--- config.mk ---
export PLATFORM = sky130hd
export DESIGN_NAME = gimbal_box_tracking_controller
export DESIGN_NICKNAME = d
export VERILOG_FILES = /design/src/sv/gbtc_pkg.sv /design/src/sv/gbtc_ctrl.sv /design/src/sv/gbtc_dp.sv /design/src/sv/gimbal_box_tracking_controller.sv
export SDC_FILE = /design/constraint.sdc
export NUM_CORES = 2
export LEC_CHECK = 0
export BUFFER_PORTS_ARGS = -buffer_cell sky130_fd_sc_hd__buf_2
export CELL_PAD_IN_SITES_DETAIL_PLACEMENT = 0
export CELL_PAD_IN_SITES_GLOBAL_PLACEMENT = 1
export CORE_ASPECT_RATIO = 0.6
export CORE_MARGIN = 10
export CORE_UTILIZATION = 45
export DETAILED_ROUTE_END_ITERATION = 12
export PLACE_DENSITY = 0.85
export REMOVE_ABC_BUFFERS = 1
export SYNTH_ARGS = -nofsm -noshare
export SYNTH_HDL_FRONTEND = slang
export SYNTH_SLANG_ARGS = --single-unit
export TNS_END_PERCENT = 20
--- constraint.sdc ---
create_clock -name clk -period 14.45 [get_ports clk]
set_clock_uncertainty 0.2 [all_clocks]
set_input_delay 2.89 -clock clk [delete_from_list [all_inputs] [get_ports clk]]
set_output_delay 2.89 -clock clk [all_outputs]
set_load 0.01 [all_outputs]
--- src/sv/gbtc_pkg.sv ---
`timescale 1ns / 1ps
`default_nettype none

package gbtc_pkg;

  // Field widths
  localparam int CMD_W  = 2;
  localparam int PIX_W  = 12;
  localparam int FRM_W  = 13;
  localparam int SPAN_W = 8;
  localparam int GAIN_W = 17;
  localparam int PER_W  = 10;
  localparam int ANG_W  = 18;
  localparam int TS_W   = 32;

  // Stream word widths (fields packed from bit 0, padded to whole bytes)
  localparam int IN_TDATA_W  = 56;
  localparam int OUT_FIELD_W = 2 * ANG_W + TS_W + 1;
  localparam int OUT_TDATA_W = 72;
  localparam int OUT_PAD_W   = OUT_TDATA_W - OUT_FIELD_W;

  // Configuration port
  localparam int CFG_AW    = 5;
  localparam int CFG_DW    = 32;
  localparam int REG_IDX_W = 3;

  localparam logic [REG_IDX_W-1:0] REG_FRAME_WIDTH  = 3'd0;
  localparam logic [REG_IDX_W-1:0] REG_FRAME_HEIGHT = 3'd1;
  localparam logic [REG_IDX_W-1:0] REG_YAW_SPAN     = 3'd2;
  localparam logic [REG_IDX_W-1:0] REG_PITCH_SPAN   = 3'd3;
  localparam logic [REG_IDX_W-1:0] REG_GAIN         = 3'd4;
  localparam logic [REG_IDX_W-1:0] REG_TICK_PERIOD  = 3'd5;

  localparam logic [FRM_W-1:0]  RST_FRAME_WIDTH  = 13'd1920;
  localparam logic [FRM_W-1:0]  RST_FRAME_HEIGHT = 13'd1080;
  localparam logic [SPAN_W-1:0] RST_YAW_SPAN     = 8'd30;
  localparam logic [SPAN_W-1:0] RST_PITCH_SPAN   = 8'd20;
  localparam logic [GAIN_W-1:0] RST_GAIN         = 17'd3277;
  localparam logic [PER_W-1:0]  RST_TICK_PERIOD  = 10'd33;

  // Angle limits in 1/256 degree
  localparam int ANGLE_MAX    = 131071;
  localparam int ANGLE_MIN    = -131072;
  localparam int HALF_TURN    = 46080;
  localparam int FULL_TURN    = 92160;
  localparam int QUARTER_TURN = 23040;
  localparam int ANG_FRAC     = 8;

  // Shared multiplier: signed A times zero-extended B
  localparam int MA_W = TS_W + 1;
  localparam int MB_W = GAIN_W + 1;
  localparam int MP_W = MA_W + MB_W;

  // Box offset divider: 30-bit magnitude over 2*size, two quotient bits per cycle
  localparam int DIV_W     = 30;
  localparam int DIVR_W    = FRM_W + 2;
  localparam int DIV_RADIX = 2;
  localparam int DIV_STEPS = DIV_W / DIV_RADIX;
  localparam int STEP_W    = $clog2(DIV_STEPS);

  typedef enum logic [CMD_W-1:0] {
    CMD_BOX   = 2'd0,
    CMD_TICK  = 2'd1,
    CMD_TRACK = 2'd2,
    CMD_NONE  = 2'd3
  } cmd_t;

  typedef enum logic [CMD_W-1:0] {
    KIND_TARGET  = 2'd0,
    KIND_CURRENT = 2'd1,
    KIND_MOTION  = 2'd2
  } kind_t;

  typedef enum logic [2:0] {
    MUL_BOX_Y = 3'd0,
    MUL_BOX_P = 3'd1,
    MUL_YAW   = 3'd2,
    MUL_PITCH = 3'd3,
    MUL_TS    = 3'd4
  } mul_sel_t;

  typedef struct packed {
    logic [FRM_W-1:0]  frame_width;
    logic [FRM_W-1:0]  frame_height;
    logic [SPAN_W-1:0] yaw_span_deg;
    logic [SPAN_W-1:0] pitch_span_deg;
    logic [GAIN_W-1:0] gain_q16;
    logic [PER_W-1:0]  tick_period_ms;
  } cfg_t;

  typedef struct packed {
    logic [PIX_W-1:0] box_x;
    logic [PIX_W-1:0] box_y;
    logic [PIX_W-1:0] box_w;
    logic [PIX_W-1:0] box_h;
    logic             track_locked;
  } item_t;

  typedef struct packed {
    kind_t                   kind;
    logic signed [ANG_W-1:0] yaw;
    logic signed [ANG_W-1:0] pitch;
    logic [TS_W-1:0]         timestamp_ms;
    logic                    moving;
  } res_t;

  typedef struct packed {
    logic     latch;
    logic     tick_inc;
    logic     mul_en;
    mul_sel_t mul_sel;
    logic     div_load;
    logic     div_pitch;
    logic     div_step;
    logic     set_tgt_yaw;
    logic     set_tgt_pitch;
    logic     set_cur_yaw;
    logic     set_cur_pitch;
    logic     set_ts;
    logic     emit;
  } dp_cmd_t;

  typedef struct packed {
    logic in_valid;
    cmd_t in_cmd;
    logic out_free;
  } ctrl_stat_t;

endpackage

`default_nettype wire

--- src/sv/gbtc_ctrl.sv ---
`timescale 1ns / 1ps
`default_nettype none

module gbtc_ctrl (
  input  logic                  clk,
  input  logic                  rst_n,
  input  gbtc_pkg::ctrl_stat_t  stat,
  output logic                  in_ready,
  output gbtc_pkg::dp_cmd_t     dcmd
);

  typedef enum logic [7:0] {
    S_IDLE     = 8'b0000_0001,
    S_BOX_MUL  = 8'b0000_0010,
    S_DIV_LOAD = 8'b0000_0100,
    S_DIV_RUN  = 8'b0000_1000,
    S_BOX_SET  = 8'b0001_0000,
    S_TICK_MUL = 8'b0010_0000,
    S_TICK_SET = 8'b0100_0000,
    S_EMIT     = 8'b1000_0000
  } state_t;

  // Phase: which angle (or the timestamp) the shared units are working on.
  localparam logic [1:0] PH_YAW   = 2'd0;
  localparam logic [1:0] PH_PITCH = 2'd1;
  localparam logic [1:0] PH_TS    = 2'd2;

  localparam logic [gbtc_pkg::STEP_W-1:0] STEP_LAST =
    gbtc_pkg::STEP_W'(gbtc_pkg::DIV_STEPS - 1);

  state_t                        state_r, state_nxt;
  logic [1:0]                    phase_r, phase_nxt;
  logic [gbtc_pkg::STEP_W-1:0]   step_r, step_nxt;

  always_ff @(posedge clk) begin
    if (!rst_n) begin
      state_r <= S_IDLE;
      phase_r <= PH_YAW;
      step_r  <= '0;
    end else begin
      state_r <= state_nxt;
      phase_r <= phase_nxt;
      step_r  <= step_nxt;
    end
  end

  always_comb begin
    state_nxt = state_r;
    phase_nxt = phase_r;
    step_nxt  = step_r;
    in_ready  = 1'b0;
    dcmd      = '0;
    dcmd.mul_sel = gbtc_pkg::MUL_BOX_Y;
    case (state_r)
      S_IDLE: begin
        in_ready = 1'b1;
        if (stat.in_valid) begin
          dcmd.latch = 1'b1;
          phase_nxt  = PH_YAW;
          case (stat.in_cmd)
            gbtc_pkg::CMD_BOX: begin
              state_nxt = S_BOX_MUL;
            end
            gbtc_pkg::CMD_TICK: begin
              dcmd.tick_inc = 1'b1;
              state_nxt     = S_TICK_MUL;
            end
            gbtc_pkg::CMD_TRACK: begin
              state_nxt = S_EMIT;
            end
            default: begin
              state_nxt = S_IDLE;
            end
          endcase
        end
      end
      S_BOX_MUL: begin
        dcmd.mul_en  = 1'b1;
        dcmd.mul_sel = (phase_r == PH_PITCH) ? gbtc_pkg::MUL_BOX_P : gbtc_pkg::MUL_BOX_Y;
        state_nxt    = S_DIV_LOAD;
      end
      S_DIV_LOAD: begin
        dcmd.div_load  = 1'b1;
        dcmd.div_pitch = (phase_r == PH_PITCH);
        step_nxt       = '0;
        state_nxt      = S_DIV_RUN;
      end
      S_DIV_RUN: begin
        dcmd.div_step = 1'b1;
        if (step_r == STEP_LAST) begin
          state_nxt = S_BOX_SET;
        end else begin
          step_nxt = step_r + 1'b1;
        end
      end
      S_BOX_SET: begin
        if (phase_r == PH_PITCH) begin
          dcmd.set_tgt_pitch = 1'b1;
          state_nxt          = S_EMIT;
        end else begin
          dcmd.set_tgt_yaw = 1'b1;
          phase_nxt        = PH_PITCH;
          state_nxt        = S_BOX_MUL;
        end
      end
      S_TICK_MUL: begin
        dcmd.mul_en = 1'b1;
        case (phase_r)
          PH_YAW:   dcmd.mul_sel = gbtc_pkg::MUL_YAW;
          PH_PITCH: dcmd.mul_sel = gbtc_pkg::MUL_PITCH;
          default:  dcmd.mul_sel = gbtc_pkg::MUL_TS;
        endcase
        state_nxt = S_TICK_SET;
      end
      S_TICK_SET: begin
        case (phase_r)
          PH_YAW:   dcmd.set_cur_yaw   = 1'b1;
          PH_PITCH: dcmd.set_cur_pitch = 1'b1;
          default:  dcmd.set_ts        = 1'b1;
        endcase
        if (phase_r == PH_TS) begin
          state_nxt = S_EMIT;
        end else begin
          phase_nxt = phase_r + 1'b1;
          state_nxt = S_TICK_MUL;
        end
      end
      S_EMIT: begin
        if (stat.out_free) begin
          dcmd.emit = 1'b1;
          state_nxt = S_IDLE;
        end
      end
      default: begin
        state_nxt = S_IDLE;
      end
    endcase
  end

endmodule

`default_nettype wire

--- src/sv/gbtc_dp.sv ---
`timescale 1ns / 1ps
`default_nettype none

module gbtc_dp (
  input  logic               clk,
  input  logic               rst_n,
  input  gbtc_pkg::cfg_t     cfg,
  input  gbtc_pkg::dp_cmd_t  dcmd,
  input  gbtc_pkg::cmd_t     in_cmd,
  input  gbtc_pkg::item_t    in_item,
  output gbtc_pkg::res_t     res
);

  localparam int ANG_W  = gbtc_pkg::ANG_W;
  localparam int CTR_W  = gbtc_pkg::PIX_W + 2;
  localparam int OFF_W  = CTR_W + 2;
  localparam int MA_W   = gbtc_pkg::MA_W;
  localparam int MB_W   = gbtc_pkg::MB_W;
  localparam int MP_W   = gbtc_pkg::MP_W;
  localparam int DIV_W  = gbtc_pkg::DIV_W;
  localparam int DIVR_W = gbtc_pkg::DIVR_W;
  localparam int SUM_W  = DIV_W + 2;
  localparam int Q16    = 16;
  localparam int MOVE_W = ANG_W + 2;
  localparam int NY_W   = MOVE_W + 2;
  localparam int FRM_W  = gbtc_pkg::FRM_W;
  localparam int FR     = gbtc_pkg::ANG_FRAC;

  // Architectural state
  logic signed [ANG_W-1:0]        cur_yaw_r, cur_pitch_r, tgt_yaw_r, tgt_pitch_r;
  logic [gbtc_pkg::TS_W-1:0]      tick_cnt_r;

  // Working registers
  gbtc_pkg::cmd_t                 item_cmd_r;
  gbtc_pkg::item_t                item_r;
  logic signed [MP_W-1:0]         prod_r;
  logic [DIV_W-1:0]               dvd_r;
  logic [DIVR_W-1:0]              rem_r, dvs_r;
  logic                           neg_r;
  logic [gbtc_pkg::TS_W-1:0]      ts_r;

  logic [FRM_W-1:0]               size_x, size_y;
  logic [CTR_W-1:0]               ctr_x, ctr_y;
  logic signed [OFF_W-1:0]        off_x, off_y;
  logic signed [ANG_W:0]          diff_yaw, diff_pitch;
  logic signed [MA_W-1:0]         mul_a;
  logic signed [MB_W-1:0]         mul_b;
  logic [MP_W-1:0]                prod_mag;
  logic [DIVR_W-1:0]              trial, rem_t, rem_step;
  logic [DIV_W-1:0]               dvd_t, dvd_step;
  logic                           qbit;
  logic signed [DIV_W:0]          quo_s;
  logic signed [SUM_W-1:0]        box_yaw_sum, box_pitch_sum;
  logic signed [MOVE_W-1:0]       move;
  logic signed [NY_W-1:0]         ny, ny_wrap, np;
  logic signed [ANG_W-1:0]        new_yaw, new_pitch;

  function automatic logic signed [ANG_W-1:0] sat_angle(input logic signed [SUM_W-1:0] v);
    if (v > SUM_W'(gbtc_pkg::ANGLE_MAX)) begin
      return ANG_W'(gbtc_pkg::ANGLE_MAX);
    end else if (v < SUM_W'(gbtc_pkg::ANGLE_MIN)) begin
      return ANG_W'(gbtc_pkg::ANGLE_MIN);
    end
    return v[ANG_W-1:0];
  endfunction

  // Box centre offsets: 2*pos + len - size, with sizes below two taken as two.
  assign size_x = (cfg.frame_width < FRM_W'(2)) ? FRM_W'(2) : cfg.frame_width;
  assign size_y = (cfg.frame_height < FRM_W'(2)) ? FRM_W'(2) : cfg.frame_height;
  assign ctr_x  = {1'b0, item_r.box_x, 1'b0} + {2'b00, item_r.box_w};
  assign ctr_y  = {1'b0, item_r.box_y, 1'b0} + {2'b00, item_r.box_h};
  assign off_x  = $signed({{(OFF_W-CTR_W){1'b0}}, ctr_x})
                - $signed({{(OFF_W-FRM_W){1'b0}}, size_x});
  assign off_y  = $signed({{(OFF_W-CTR_W){1'b0}}, ctr_y})
                - $signed({{(OFF_W-FRM_W){1'b0}}, size_y});

  assign diff_yaw   = $signed({tgt_yaw_r[ANG_W-1], tgt_yaw_r})
                    - $signed({cur_yaw_r[ANG_W-1], cur_yaw_r});
  assign diff_pitch = $signed({tgt_pitch_r[ANG_W-1], tgt_pitch_r})
                    - $signed({cur_pitch_r[ANG_W-1], cur_pitch_r});

  always_comb begin
    case (dcmd.mul_sel)
      gbtc_pkg::MUL_BOX_Y: begin
        mul_a = {{(MA_W-OFF_W){off_x[OFF_W-1]}}, off_x};
        mul_b = {{(MB_W-gbtc_pkg::SPAN_W){1'b0}}, cfg.yaw_span_deg};
      end
      gbtc_pkg::MUL_BOX_P: begin
        mul_a = {{(MA_W-OFF_W){off_y[OFF_W-1]}}, off_y};
        mul_b = {{(MB_W-gbtc_pkg::SPAN_W){1'b0}}, cfg.pitch_span_deg};
      end
      gbtc_pkg::MUL_YAW: begin
        mul_a = {{(MA_W-ANG_W-1){diff_yaw[ANG_W]}}, diff_yaw};
        mul_b = {{(MB_W-gbtc_pkg::GAIN_W){1'b0}}, cfg.gain_q16};
      end
      gbtc_pkg::MUL_PITCH: begin
        mul_a = {{(MA_W-ANG_W-1){diff_pitch[ANG_W]}}, diff_pitch};
        mul_b = {{(MB_W-gbtc_pkg::GAIN_W){1'b0}}, cfg.gain_q16};
      end
      gbtc_pkg::MUL_TS: begin
        mul_a = {{(MA_W-gbtc_pkg::TS_W){1'b0}}, tick_cnt_r};
        mul_b = {{(MB_W-gbtc_pkg::PER_W){1'b0}}, cfg.tick_period_ms};
      end
      default: begin
        mul_a = '0;
        mul_b = '0;
      end
    endcase
  end

  assign prod_mag = prod_r[MP_W-1] ? MP_W'(-prod_r) : MP_W'(prod_r);

  // Restoring division, two quotient bits per cycle. The dividend shifts
  // out of the top of dvd_r while quotient bits shift in at the bottom.
  always_comb begin
    rem_t = rem_r;
    dvd_t = dvd_r;
    trial = '0;
    qbit  = 1'b0;
    for (int i = 0; i < gbtc_pkg::DIV_RADIX; i++) begin
      trial = {rem_t[DIVR_W-2:0], dvd_t[DIV_W-1]};
      if (trial >= dvs_r) begin
        rem_t = trial - dvs_r;
        qbit  = 1'b1;
      end else begin
        rem_t = trial;
        qbit  = 1'b0;
      end
      dvd_t = {dvd_t[DIV_W-2:0], qbit};
    end
    rem_step = rem_t;
    dvd_step = dvd_t;
  end

  // Truncating division: the quotient takes the sign of the numerator.
  assign quo_s = neg_r ? -$signed({1'b0, dvd_r}) : $signed({1'b0, dvd_r});

  assign box_yaw_sum   = $signed({{(SUM_W-ANG_W){cur_yaw_r[ANG_W-1]}}, cur_yaw_r})
                       - $signed({quo_s[DIV_W], quo_s});
  assign box_pitch_sum = $signed({{(SUM_W-ANG_W){cur_pitch_r[ANG_W-1]}}, cur_pitch_r})
                       + $signed({quo_s[DIV_W], quo_s});

  // Arithmetic shift by 16 rounds toward minus infinity.
  assign move = prod_r[Q16+MOVE_W-1:Q16];
  assign ny   = $signed({{(NY_W-ANG_W){cur_yaw_r[ANG_W-1]}}, cur_yaw_r})
              + $signed({{(NY_W-MOVE_W){move[MOVE_W-1]}}, move});
  assign np   = $signed({{(NY_W-ANG_W){cur_pitch_r[ANG_W-1]}}, cur_pitch_r})
              + $signed({{(NY_W-MOVE_W){move[MOVE_W-1]}}, move});

  always_comb begin
    if (ny > NY_W'(gbtc_pkg::HALF_TURN)) begin
      ny_wrap = ny - NY_W'(gbtc_pkg::FULL_TURN);
    end else if (ny < NY_W'(-gbtc_pkg::HALF_TURN)) begin
      ny_wrap = ny + NY_W'(gbtc_pkg::FULL_TURN);
    end else begin
      ny_wrap = ny;
    end
    new_yaw = sat_angle({{(SUM_W-NY_W){ny_wrap[NY_W-1]}}, ny_wrap});
    if (np > NY_W'(gbtc_pkg::QUARTER_TURN)) begin
      new_pitch = ANG_W'(gbtc_pkg::QUARTER_TURN);
    end else if (np < NY_W'(-gbtc_pkg::QUARTER_TURN)) begin
      new_pitch = ANG_W'(-gbtc_pkg::QUARTER_TURN);
    end else begin
      new_pitch = np[ANG_W-1:0];
    end
  end

  always_ff @(posedge clk) begin
    if (!rst_n) begin
      cur_yaw_r   <= '0;
      cur_pitch_r <= '0;
      tgt_yaw_r   <= '0;
      tgt_pitch_r <= '0;
      tick_cnt_r  <= '0;
    end else begin
      if (dcmd.tick_inc) begin
        tick_cnt_r <= tick_cnt_r + 1'b1;
      end
      if (dcmd.set_tgt_yaw) begin
        tgt_yaw_r <= sat_angle(box_yaw_sum);
      end
      if (dcmd.set_tgt_pitch) begin
        tgt_pitch_r <= sat_angle(box_pitch_sum);
      end
      if (dcmd.set_cur_yaw) begin
        cur_yaw_r <= new_yaw;
      end
      if (dcmd.set_cur_pitch) begin
        cur_pitch_r <= new_pitch;
      end
    end
  end

  always_ff @(posedge clk) begin
    if (dcmd.latch) begin
      item_cmd_r <= in_cmd;
      item_r     <= in_item;
    end
    if (dcmd.mul_en) begin
      prod_r <= mul_a * mul_b;
    end
    if (dcmd.div_load) begin
      dvd_r <= {prod_mag[DIV_W-FR-1:0], {FR{1'b0}}};
      neg_r <= prod_r[MP_W-1];
      rem_r <= '0;
      dvs_r <= {1'b0, (dcmd.div_pitch ? size_y : size_x), 1'b0};
    end else if (dcmd.div_step) begin
      dvd_r <= dvd_step;
      rem_r <= rem_step;
    end
    if (dcmd.set_ts) begin
      ts_r <= prod_r[gbtc_pkg::TS_W-1:0];
    end
  end

  always_comb begin
    res = '0;
    case (item_cmd_r)
      gbtc_pkg::CMD_BOX: begin
        res.kind  = gbtc_pkg::KIND_TARGET;
        res.yaw   = tgt_yaw_r;
        res.pitch = tgt_pitch_r;
      end
      gbtc_pkg::CMD_TICK: begin
        res.kind         = gbtc_pkg::KIND_CURRENT;
        res.yaw          = cur_yaw_r;
        res.pitch        = cur_pitch_r;
        res.timestamp_ms = ts_r;
      end
      gbtc_pkg::CMD_TRACK: begin
        res.kind   = gbtc_pkg::KIND_MOTION;
        res.moving = item_r.track_locked;
      end
      default: begin
        res = '0;
      end
    endcase
  end

endmodule

`default_nettype wire

--- src/sv/gimbal_box_tracking_controller.sv ---
`timescale 1ns / 1ps
`default_nettype none

// Channel   Dir  Width  Contents
// in_*      in   56+2   word: box edges and size, lock flag; tuser carries the command
// out_*     out  72+2   word: yaw, pitch, timestamp, moving; tuser carries the result kind
// cfg_*     in   32     register writes and reads, six registers at byte addresses 0..20
//
// A detection word runs the shared box divider, which retires two quotient bits a
// cycle over 30 bits, once for yaw and once for pitch. A tick makes three passes
// through the shared multiplier; a tracking word goes straight to the output, and
// an unknown command is dropped without a result.
// Reset (rst_n low at a clock edge) zeroes the pose, targets and tick count and
// restores the register defaults. The input stays ready while the output register
// still holds a result; a finished word waits only if the output is still full.

module gimbal_box_tracking_controller (
  input  logic                               clk,
  input  logic                               rst_n,

  input  logic                               in_tvalid,
  output logic                               in_tready,
  // box_x [11:0], box_y [23:12], box_w [35:24], box_h [47:36], track_locked [48]
  input  logic [gbtc_pkg::IN_TDATA_W-1:0]    in_tdata,
  // command [1:0]
  input  logic [gbtc_pkg::CMD_W-1:0]         in_tuser,

  output logic                               out_tvalid,
  input  logic                               out_tready,
  // yaw [17:0], pitch [35:18], timestamp_ms [67:36], moving [68]
  output logic [gbtc_pkg::OUT_TDATA_W-1:0]   out_tdata,
  // kind [1:0]
  output logic [gbtc_pkg::CMD_W-1:0]         out_tuser,

  input  logic                               cfg_psel,
  input  logic                               cfg_penable,
  input  logic                               cfg_pwrite,
  input  logic [gbtc_pkg::CFG_AW-1:0]        cfg_paddr,
  input  logic [gbtc_pkg::CFG_DW-1:0]        cfg_pwdata,
  output logic [gbtc_pkg::CFG_DW-1:0]        cfg_prdata,
  output logic                               cfg_pready
);

  gbtc_pkg::cfg_t                   cfg_r;
  gbtc_pkg::item_t                  in_item;
  gbtc_pkg::ctrl_stat_t             stat;
  gbtc_pkg::dp_cmd_t                dcmd;
  gbtc_pkg::res_t                   res;
  gbtc_pkg::res_t                   out_data_r;
  logic                             out_valid_r;
  logic                             cfg_wr;
  logic [gbtc_pkg::REG_IDX_W-1:0]   cfg_idx;

  // Configuration registers. Writes land on the access phase; reads are
  // served combinationally, so the port never inserts wait states.
  assign cfg_pready = 1'b1;
  assign cfg_wr     = cfg_psel && cfg_penable && cfg_pwrite && cfg_pready;
  assign cfg_idx    = cfg_paddr[gbtc_pkg::CFG_AW-1:2];

  always_ff @(posedge clk) begin
    if (!rst_n) begin
      cfg_r.frame_width    <= gbtc_pkg::RST_FRAME_WIDTH;
      cfg_r.frame_height   <= gbtc_pkg::RST_FRAME_HEIGHT;
      cfg_r.yaw_span_deg   <= gbtc_pkg::RST_YAW_SPAN;
      cfg_r.pitch_span_deg <= gbtc_pkg::RST_PITCH_SPAN;
      cfg_r.gain_q16       <= gbtc_pkg::RST_GAIN;
      cfg_r.tick_period_ms <= gbtc_pkg::RST_TICK_PERIOD;
    end else if (cfg_wr) begin
      case (cfg_idx)
        gbtc_pkg::REG_FRAME_WIDTH:  cfg_r.frame_width    <= cfg_pwdata[gbtc_pkg::FRM_W-1:0];
        gbtc_pkg::REG_FRAME_HEIGHT: cfg_r.frame_height   <= cfg_pwdata[gbtc_pkg::FRM_W-1:0];
        gbtc_pkg::REG_YAW_SPAN:     cfg_r.yaw_span_deg   <= cfg_pwdata[gbtc_pkg::SPAN_W-1:0];
        gbtc_pkg::REG_PITCH_SPAN:   cfg_r.pitch_span_deg <= cfg_pwdata[gbtc_pkg::SPAN_W-1:0];
        gbtc_pkg::REG_GAIN:         cfg_r.gain_q16       <= cfg_pwdata[gbtc_pkg::GAIN_W-1:0];
        gbtc_pkg::REG_TICK_PERIOD:  cfg_r.tick_period_ms <= cfg_pwdata[gbtc_pkg::PER_W-1:0];
        default: begin
        end
      endcase
    end
  end

  always_comb begin
    case (cfg_idx)
      gbtc_pkg::REG_FRAME_WIDTH:  cfg_prdata = gbtc_pkg::CFG_DW'(cfg_r.frame_width);
      gbtc_pkg::REG_FRAME_HEIGHT: cfg_prdata = gbtc_pkg::CFG_DW'(cfg_r.frame_height);
      gbtc_pkg::REG_YAW_SPAN:     cfg_prdata = gbtc_pkg::CFG_DW'(cfg_r.yaw_span_deg);
      gbtc_pkg::REG_PITCH_SPAN:   cfg_prdata = gbtc_pkg::CFG_DW'(cfg_r.pitch_span_deg);
      gbtc_pkg::REG_GAIN:         cfg_prdata = gbtc_pkg::CFG_DW'(cfg_r.gain_q16);
      gbtc_pkg::REG_TICK_PERIOD:  cfg_prdata = gbtc_pkg::CFG_DW'(cfg_r.tick_period_ms);
      default:                    cfg_prdata = '0;
    endcase
  end

  // Unpack the input word.
  assign in_item.box_x        = in_tdata[11:0];
  assign in_item.box_y        = in_tdata[23:12];
  assign in_item.box_w        = in_tdata[35:24];
  assign in_item.box_h        = in_tdata[47:36];
  assign in_item.track_locked = in_tdata[48];

  // The controller sees the handshake and whether the output register can
  // take a new result in this cycle.
  assign stat.in_valid = in_tvalid;
  assign stat.in_cmd   = gbtc_pkg::cmd_t'(in_tuser);
  assign stat.out_free = !out_valid_r || out_tready;

  gbtc_ctrl u_ctrl (
    .clk      (clk),
    .rst_n    (rst_n),
    .stat     (stat),
    .in_ready (in_tready),
    .dcmd     (dcmd)
  );

  gbtc_dp u_dp (
    .clk     (clk),
    .rst_n   (rst_n),
    .cfg     (cfg_r),
    .dcmd    (dcmd),
    .in_cmd  (stat.in_cmd),
    .in_item (in_item),
    .res     (res)
  );

  // Output register: decouples the result from the datapath so the next
  // word can be accepted while this one waits for the sink.
  always_ff @(posedge clk) begin
    if (!rst_n) begin
      out_valid_r <= 1'b0;
    end else if (dcmd.emit) begin
      out_valid_r <= 1'b1;
    end else if (out_tready) begin
      out_valid_r <= 1'b0;
    end
  end

  always_ff @(posedge clk) begin
    if (dcmd.emit) begin
      out_data_r <= res;
    end
  end

  assign out_tvalid = out_valid_r;
  assign out_tuser  = out_data_r.kind;
  assign out_tdata  = {{gbtc_pkg::OUT_PAD_W{1'b0}}, out_data_r.moving,
                       out_data_r.timestamp_ms, out_data_r.pitch, out_data_r.yaw};

`ifndef SYNTH
  // An unknown command is dropped at once and leaves the input ready.
  a_none_stays_ready: assert property (@(posedge clk) disable iff (!rst_n)
      (in_tvalid && in_tready && in_tuser == gbtc_pkg::CMD_NONE) |=> in_tready)
    else $error("input not ready after an unknown command");

  // Any real command moves the sequencer out of idle, which drops the input ready.
  a_busy_after_accept: assert property (@(posedge clk) disable iff (!rst_n)
      (in_tvalid && in_tready && in_tuser != gbtc_pkg::CMD_NONE) |=> !in_tready)
    else $error("input ready right after accepting a command");

  // A current pose always carries a pitch inside the quarter-turn clamp.
  a_pitch_clamped: assert property (@(posedge clk) disable iff (!rst_n)
      (out_tvalid && out_tuser == gbtc_pkg::KIND_CURRENT) |->
      ($signed(out_data_r.pitch) <= gbtc_pkg::QUARTER_TURN &&
       $signed(out_data_r.pitch) >= -gbtc_pkg::QUARTER_TURN))
    else $error("current pitch outside the clamp");

  // A motion result carries no pose and no timestamp.
  a_motion_clean: assert property (@(posedge clk) disable iff (!rst_n)
      (out_tvalid && out_tuser == gbtc_pkg::KIND_MOTION) |->
      (out_data_r.yaw == '0 && out_data_r.pitch == '0 && out_data_r.timestamp_ms == '0))
    else $error("motion result with pose or timestamp bits set");
`endif

endmodule

`default_nettype wire

; ---- Word-level counts from Yosys, hierarchy flattened
; Cells that the tools add are included.
[word_totals]
elab_cells = 192
out_inout_bits = 109
input_bits = 102
ff_bits = 451
[classes]
mux = 71
n_eq_ne = 30
n_reduce_logical = 24
n_lt_le_gt_ge = 14
n_mul = 1
addsub = 19
[op_table]
columns = op, count
row1 = 18-bit 2-to-1 mux, 11
row2 = 33-bit case mux with 5 select lines, 1
row3 = 17-bit case mux with 6 select lines, 1
row4 = 36-bit case mux with 2 select lines, 1
row5 = 17-bit case mux with 4 select lines, 1
row6 = 22-bit 2-to-1 mux, 3
row7 = "32-bit by 18-bit > comparator with 1-bit output, second input constant", 2
row8 = "32-bit by 18-bit < comparator with 1-bit output, second input constant", 2
row9 = 8-bit case mux with 8 select lines, 1
row10 = 30-bit 2-to-1 mux, 2
row11 = 33-bit by 18-bit multiplier with 51-bit output, 1
row12 = 18-bit by 20-bit adder with 21-bit output, 2
row13 = 8-bit 2-to-1 mux, 5
row14 = 13-bit 2-to-1 mux, 3
row15 = 18-bit by 18-bit subtractor with 19-bit output, 2
row16 = 18-bit by 31-bit adder with 32-bit output, 1
row17 = "32-bit by 1-bit adder with 32-bit output, second input constant", 1
row18 = 18-bit by 31-bit subtractor with 32-bit output, 1
row19 = 31-bit 2-to-1 mux, 1
row20 = 30-bit negation with 31-bit output, 1
row21 = 15-bit by 14-bit >= comparator with 1-bit output, 2
row22 = 14-bit by 13-bit subtractor with 15-bit output, 2
row23 = 13-bit by 12-bit adder with 14-bit output, 2
row24 = 14-bit 2-to-1 mux, 2
row25 = other kinds (49), 108

; ---- Depth between registers and ports, before layout
[depth]
depth_word = 9
ltp_mapped = 45
mapped_depth_nobuf = 45

; ---- By module
; A second synthesis with hierarchy kept.
[hier_totals]
hier_cells = 5488
area_unflattened_um2 = 48919.4
[modules_own_cells]
columns = mod, cells_each, seq_area_each_um2, n_inst, area_per_inst_um2
row1 = gbtc_dp, 4928, 7206.9, 1, 42374.4
row2 = gimbal_box_tracking_controller, 440, 3533.4, 1, 5554.1
row3 = gbtc_ctrl, 120, 280.3, 1, 991.0

; ---- Worst setup path before layout
; OpenSTA, ideal clock, no wires.
[synth_path]
path_kind = flip-flop to flip-flop
from = reg u_ctrl.state_r[7]
to = reg u_dp.prod_r[50], data pin
t_arrival_ps = 10307
setup_ps = 262
n_path_buf = 2
path_slack_ps = 3681
stages_incl_launch_ff = 34
period_less_slack_ps = 10769
required_ps = 13988
path_cell_list = dfxtp_1 nor4_1 nand2_1 nor2_1 nand2_1 clkbuf_1 clkbuf_1 o21ai_0 o21ai_0 a211oi_1 nor2_1 fa_1 inv_1 fa_1 inv_1 fa_1 inv_1 fa_1 fa_1 inv_1 fa_1 ha_1 a21o_1 a21o_1 a211o_1 a41oi_1 o21ai_0 or4_1 a31oi_1 nor2b_1 o21a_1 o41ai_1 o31ai_1 xnor2_1
[synth_between]
elab_chain_len = 6
elab_cells_between_ends = 12
cone_classes = 1 x mul / 6 x eq/ne / 3 x mux / 2 x reduce/logical
[synth_rtl]
columns = element, line_no
row1 = start: declaration, gbtc_ctrl.sv:31  ; state_t state_r, state_nxt;
row2 = start signal: assignment, gbtc_ctrl.sv:41  ; state_r <= state_nxt;
row3 = 8-bit by 6-bit equality test with 1-bit output or 8-bit by 2-bit equality test with 1-bit output (tied branches), gbtc_ctrl.sv:54  ; case (state_r)
row4 = 4-bit case mux with 2 select lines *, gbtc_ctrl.sv:54
row5 = 3-bit by 2-bit equality test with 1-bit output, gbtc_dp.sv:83  ; case (dcmd.mul_sel)
row6 = 2-bit OR reduction (no line), -
row7 = 17-bit case mux with 4 select lines, gbtc_dp.sv:83
row8 = 33-bit by 18-bit multiplier with 51-bit output *, gbtc_dp.sv:200  ; prod_r <= mul_a * mul_b;
row9 = end signal: assignment, gbtc_dp.sv:200
row10 = end: declaration, gbtc_dp.sv:36  ; logic signed [MP_W-1:0] prod_r;
; Mark *: on every way between the ends. The rest lies on a longest branch, timed or not.
; A chain may end at the register's enable or synchronous reset.

; ---- Worst setup path after layout
[layout_path]
from = reg cfg_r[47] in the netlist's numbering
to = reg u_dp.prod_r[50], data pin
[layout_between]
elab_chain_len = 5
[layout_rtl]
columns = element, line_no
row1 = start: declaration, gimbal_box_tracking_controller.sv:44  ; gbtc_pkg::cfg_t cfg_r;
row2 = 13-bit by 2-bit < comparator with 1-bit output, gbtc_dp.sv:69  ; assign size_y = (cfg.frame_height < FRM_W'(2)) ? FRM_W'(2) : cfg.frame_height;
row3 = 13-bit 2-to-1 mux *, gbtc_dp.sv:69
row4 = 14-bit by 13-bit subtractor with 15-bit output *, gbtc_dp.sv:75  ; - $signed({{(OFF_W-FRM_W){1'b0}}, size_y});
row5 = 33-bit case mux with 5 select lines *, gbtc_dp.sv:83
row6 = 33-bit by 18-bit multiplier with 51-bit output *, gbtc_dp.sv:200
; Marks and branches as above.

==> tab_implementation.tex <==
\begin{tabular}{lr}
\hline
Metric & Value \\
\hline
\multicolumn{2}{l}{\textbf{Route}} \\
\quad Remaining design rule violation count & 0 \\
\quad Pre-antenna DRT Iters & 6 \\
\quad Residual antenna-violating net count after detailed routing & 0 \\
\quad DR vias & 39321 \\
\quad Starting DRC count in detailed routing & 4168 \\
\quad Total length of routed wires & 158 mm \\
\quad Routed WL per cell & 22.8 um \\
\quad Via-to-Cell Ratio & 5.66 \\
\multicolumn{2}{l}{\textbf{Hold path}} \\
\quad End point of the most critical hold path & u\_dp.rem\_r[0]\$\_SDFFE\_PP0P\_ \\
\quad Hold WC Path Type & flop to flop \\
\quad Source of the worst hold timing path & u\_dp.rem\_r[0]\$\_SDFFE\_PP0P\_ \\
\quad Hold Path Depth & 2 \\
\multicolumn{2}{l}{\textbf{Synth}} \\
\quad Most common flop cell mapped by yosys & sky130\_fd\_sc\_hd\_\_edfxtp\_1 \\
\quad Post-Synthesis Cells & 5417 \\
\quad Distinct cell type count of the synthesized netlist & 100 \\
\quad Simple-gate portion of the synthesized area & 0.148 \\
\quad Combinational family with the most area after synthesis & adder cells \\
\quad Share of synthesized area spent on multiplexers & 0.0301 \\
\quad Total standard cell area after synthesis & 48400 um2 \\
\quad Adder-Cell Fraction of Synth Area & 0.319 \\
\quad Fraction of synthesis flops using an asynchronous set or reset pin & 0 \\
\quad XOR/XNOR share of the synthesized area & 0.0477 \\
\quad Yosys synthesis warning count & 0 \\
\quad Total of flip-flops plus latches after synthesis & 437 \\
\quad Post-synth EDFFs & 227 \\
\quad Compound-cell area share of the yosys netlist & 0.136 \\
\quad Average size of a mapped cell & 8.93 um2 \\
\quad Sequential-to-total area share from yosys stat & 0.228 \\
\multicolumn{2}{l}{\textbf{Floorplan}} \\
\quad Full die area & 121000 um2 \\
\quad Vertical extent of the die & 274 um \\
\quad Standard-cell rows & 93 \\
\quad Starting utilization of the core area & 0.452 \\
\quad Die Wd & 443 um \\
\quad Number of primary I/O pins & 211 \\
\quad Core area & 107000 um2 \\
\multicolumn{2}{l}{\textbf{Clock network}} \\
\quad Clock-pin slew reported for the worst setup and hold paths after clock tree synthesis & 0.07 ns \\
\quad Post-CTS Repair Setup Buffers & 0 \\
\quad Number of buffers created by CTS & 50 \\
\quad Sinks on Clock Net & 437 \\
\quad Clock latency of the later-clocked register in the worst-skew pair & 0.65 ns \\
\quad CTS max path bufs & 3 \\
\quad Clock tree from TritonCTS & done \\
\quad Clk root buf & sky130\_fd\_sc\_hd\_\_clkbuf\_16 \\
\quad Post-cts gate resize count & 0 \\
\quad Number of hold buffers added after CTS & 0 \\
\quad H-tree level count & 2 \\
\multicolumn{2}{l}{\textbf{Finish}} \\
\quad Non-filler instance count after layout & 6949 \\
\quad Fin util & 0.489 \\
\quad Syn-to-layout area delta & 8.28\% \\
\quad Total number of nets in the final design & 6476 \\
\quad Multi-input logic area & 33100 um2 \\
\quad Total of fill cells in the finished design & 10233 \\
\quad Reg area & 11000 um2 \\
\quad Area of all placed cells without fillers & 52400 um2 \\
\quad Share of layout cells above drive strength 1 & 0.0762 \\
\quad Antenna fix cells & 0 \\
\multicolumn{2}{l}{\textbf{Placed design}} \\
\quad Placed cell count & 6855 \\
\quad Total placed instance area & 50700 um2 \\
\quad Number of buffers inserted by port buffering & 167 \\
\quad Placed wire-length estimate after detailed placement & 125 mm \\
\quad Final weighted congestion in routability-driven placement & 0.978 \\
\multicolumn{2}{l}{\textbf{Critical path}} \\
\quad Cell type group with the largest total delay on the critical path & compound AO/OA/AOI/OAI gates \\
\quad Type of destination of the critical path & flop \\
\quad Depth of the worst register-to-register path & 42 \\
\quad Data required time at the worst endpoint & 14.61 ns \\
\quad R2R Path Start & cfg\_r[47]\$\_SDFFE\_PN1P\_ \\
\quad Worst path bufs/invs & 5 \\
\quad Critical Path Source Type & flop \\
\quad Slack of the worst reg-to-reg path & 1.53 ns \\
\quad Worst-path fanout max & 12 \\
\quad CP dominant cell by count & sky130\_fd\_sc\_hd\_\_fa\_1 \\
\quad Destination of the worst register-to-register timing path & u\_dp.prod\_r[50]\$\_DFFE\_PN\_ \\
\quad Worst setup path class & flop to flop \\
\quad Largest stage delay, worst path & 0.64 ns \\
\quad Slowest cell on the critical path & sky130\_fd\_sc\_hd\_\_nand3\_1 \\
\quad Arrival @ worst endpoint & 13.08 ns \\
\multicolumn{2}{l}{\textbf{STA}} \\
\quad Worst slew pin tran & 1.36 ns \\
\quad Number of setup violations in the final report & 0 \\
\quad Number of max-slew violations in the final report & 0 \\
\quad Maximum achievable frequency & 77.4 MHz \\
\quad Headroom to the max-slew limit & 0.0853 \\
\quad Final critical-path required period & 12.92 ns \\
\quad RSZ-0062 raised after global routing & no \\
\quad Final hold violation count & 0 \\
\quad Summed negative setup slack over all endpoints & 0 ns \\
\quad Final worst path period share & 0.894 \\
\multicolumn{2}{l}{\textbf{Global routing}} \\
\quad Via count of the first global-routing pass & 38522 \\
\quad Global-route wire length before repair & 242 mm \\
\quad Global-route total usage across every layer & 0.258 \\
\quad Number of antenna violations at the first check in global routing & 4 \\
\quad Pin count of the biggest net entering global routing & 109 \\
\quad Overflow left after global routing & 0 \\
\multicolumn{2}{l}{\textbf{Power}} \\
\quad Cell Pwr Density & 193 nW/um2 \\
\quad LEAKAGE & 0.0240 uW \\
\quad IR drop worst, VDD & 0.575 mV \\
\multicolumn{2}{l}{\textbf{Run}} \\
\quad Number of maximum-capacitance constraint violations & 0 \\
\multicolumn{2}{l}{\textbf{Run status}} \\
\quad Result of the run & finished clean \\
\hline
\end{tabular}
## Yosys cell counts (13+ instances only)
master	number	area share
sky130_fd_sc_hd__a21boi_0	56	0.0087
sky130_fd_sc_hd__a31oi_1	30	0.0039
sky130_fd_sc_hd__o22ai_1	36	0.0047
sky130_fd_sc_hd__nor3_1	50	0.0052
sky130_fd_sc_hd__buf_4	20	0.0031
sky130_fd_sc_hd__clkbuf_1	210	0.016
sky130_fd_sc_hd__o211ai_1	33	0.0051
sky130_fd_sc_hd__dfxtp_1	210	0.087
sky130_fd_sc_hd__o31ai_1	23	0.0036
sky130_fd_sc_hd__nand4_1	29	0.0037
sky130_fd_sc_hd__a211oi_1	14	0.0022
sky130_fd_sc_hd__o21ai_0	309	0.032
sky130_fd_sc_hd__a21o_1	85	0.013
sky130_fd_sc_hd__xor2_1	87	0.016
sky130_fd_sc_hd__nand3_1	76	0.0079
sky130_fd_sc_hd__nand2_1	588	0.046
sky130_fd_sc_hd__mux2i_1	106	0.022
sky130_fd_sc_hd__fa_1	570	0.24
sky130_fd_sc_hd__or2_2	20	0.0026
sky130_fd_sc_hd__o21bai_1	21	0.0033
sky130_fd_sc_hd__buf_1	13	0.0010
sky130_fd_sc_hd__ha_1	322	0.083
sky130_fd_sc_hd__or3_1	37	0.0048
sky130_fd_sc_hd__o21ai_1	16	0.0017
sky130_fd_sc_hd__a21oi_1	232	0.024
sky130_fd_sc_hd__edfxtp_1	227	0.14
sky130_fd_sc_hd__inv_1	890	0.069
sky130_fd_sc_hd__nor2b_1	63	0.0081
sky130_fd_sc_hd__nor2_1	324	0.025
sky130_fd_sc_hd__xnor2_1	171	0.031
sky130_fd_sc_hd__and3_1	29	0.0037
sky130_fd_sc_hd__and2_1	146	0.019
sky130_fd_sc_hd__nor4_1	27	0.0035
sky130_fd_sc_hd__o21a_1	31	0.0048
sky130_fd_sc_hd__nor3b_1	14	0.0022
sky130_fd_sc_hd__nand2b_1	60	0.0078
sky130_fd_sc_hd__mux2_2	19	0.0044
## sequential cells by signal (all words and copies together) (netlist names), 8 cells and up
register          count
u_dp.ts_r            32
out_tdata            69
u_dp.dvs_r           13
u_dp.tgt_yaw_r       18
u_dp.prod_r          37
u_dp.cur_pitch_r     18
u_dp.tgt_pitch_r     18
cfg_r                69
u_ctrl.state_r        8
u_dp.rem_r           14
u_dp.dvd_r           30
u_dp.tick_cnt_r      32
u_dp.cur_yaw_r       18
u_dp.item_r          49
## layout make-up
class | instances | area share
multi-input combinational | 3853 | 0.632
sequential | 437 | 0.210
inverter | 891 | 0.0638
tap | 1425 | 0.0340
timing repair buffer | 249 | 0.0277
clock buffer | 63 | 0.0256
clock inverter | 31 | 0.00604
## metrics by stage
step                      setup slack (ns)  power (uW)  hold slack (ns)
after CTS                             1.80       10100            0.256
after global placement                2.01        8510            0.244
final                                 1.53       10100            0.257
after global routing                  1.13       11200            0.302
after detailed placement              1.86        8670            0.248
after floorplan                       1.40        6780            0.236
## cell families after synthesis
group / after synthesis
simple gates: 1516
buf+inv: 1144
compound gates: 1032
fa+ha+maj: 892
flops: 437
xor+xnor: 261
mux: 133
other cells: 2
## where the power goes
part           switching [uW]  total (uW)  internal (uW)
sequential               60.7        1740           1680
combinational            4200        7020           2810
clock                     582        1330            753
## how the worst max path moves through the flow
stage / from / to / slack, ns / cells after the start
global route: cfg_r[60]$_SDFFE_PN0P_ / u_dp.prod_r[50]$_DFFE_PN_ / 1.13 / 45
finish: cfg_r[47]$_SDFFE_PN1P_ / u_dp.prod_r[50]$_DFFE_PN_ / 1.53 / 42
CTS: cfg_r[47]$_SDFFE_PN1P_ / u_dp.prod_r[50]$_DFFE_PN_ / 1.80 / 42
floorplan: u_ctrl.state_r[7]$_SDFFE_PN0P_ / u_dp.prod_r[50]$_DFFE_PN_ / 1.40 / 30
detailed placement: cfg_r[47]$_SDFFE_PN1P_ / u_dp.prod_r[50]$_DFFE_PN_ / 1.86 / 42
global placement: cfg_r[47]$_SDFFE_PN1P_ / u_dp.prod_r[50]$_DFFE_PN_ / 2.01 / 42
## per-layer routing
layer	part of all wire	track usage	vias to the layer above
li1	-	-	17935
met1	0.46	0.390	19363
met2	0.40	0.359	1878
met3	0.13	0.0858	141
met4	0.015	0.0380	4
met5	0.00015	0	-
## worst reg2reg max path: cells and delay by family, from the launching register on
family          cells  cell delay [ns]
fa+ha+maj           9             4.27
buf+inv             5             0.41
xor+xnor            1             0.17
flops               1             0.57
simple gates        8             1.92
compound gates     19             5.11
## placed cells by master (no fill, tap or decap), drive strengths merged, types with 25 or more instances in the layout
cell    instances
inv           896
nand2         588
fa            570
o21ai         326
nor2          324
ha            322
buf           249
a21oi         232
edfxtp        227
dfxtp         210
xnor2         172
and2          148
mux2i         106
xor2           89
a21o           85
nand3          76
nor2b          63
clkbuf         63
nand2b         60
a21boi         57
nor3           50
or3            37
o22ai          36
o211ai         33
o21a           31
a31oi          30
and3           29
nand4          29
nor4           27
o31ai          25
Power figures use the tool's default switching activity.
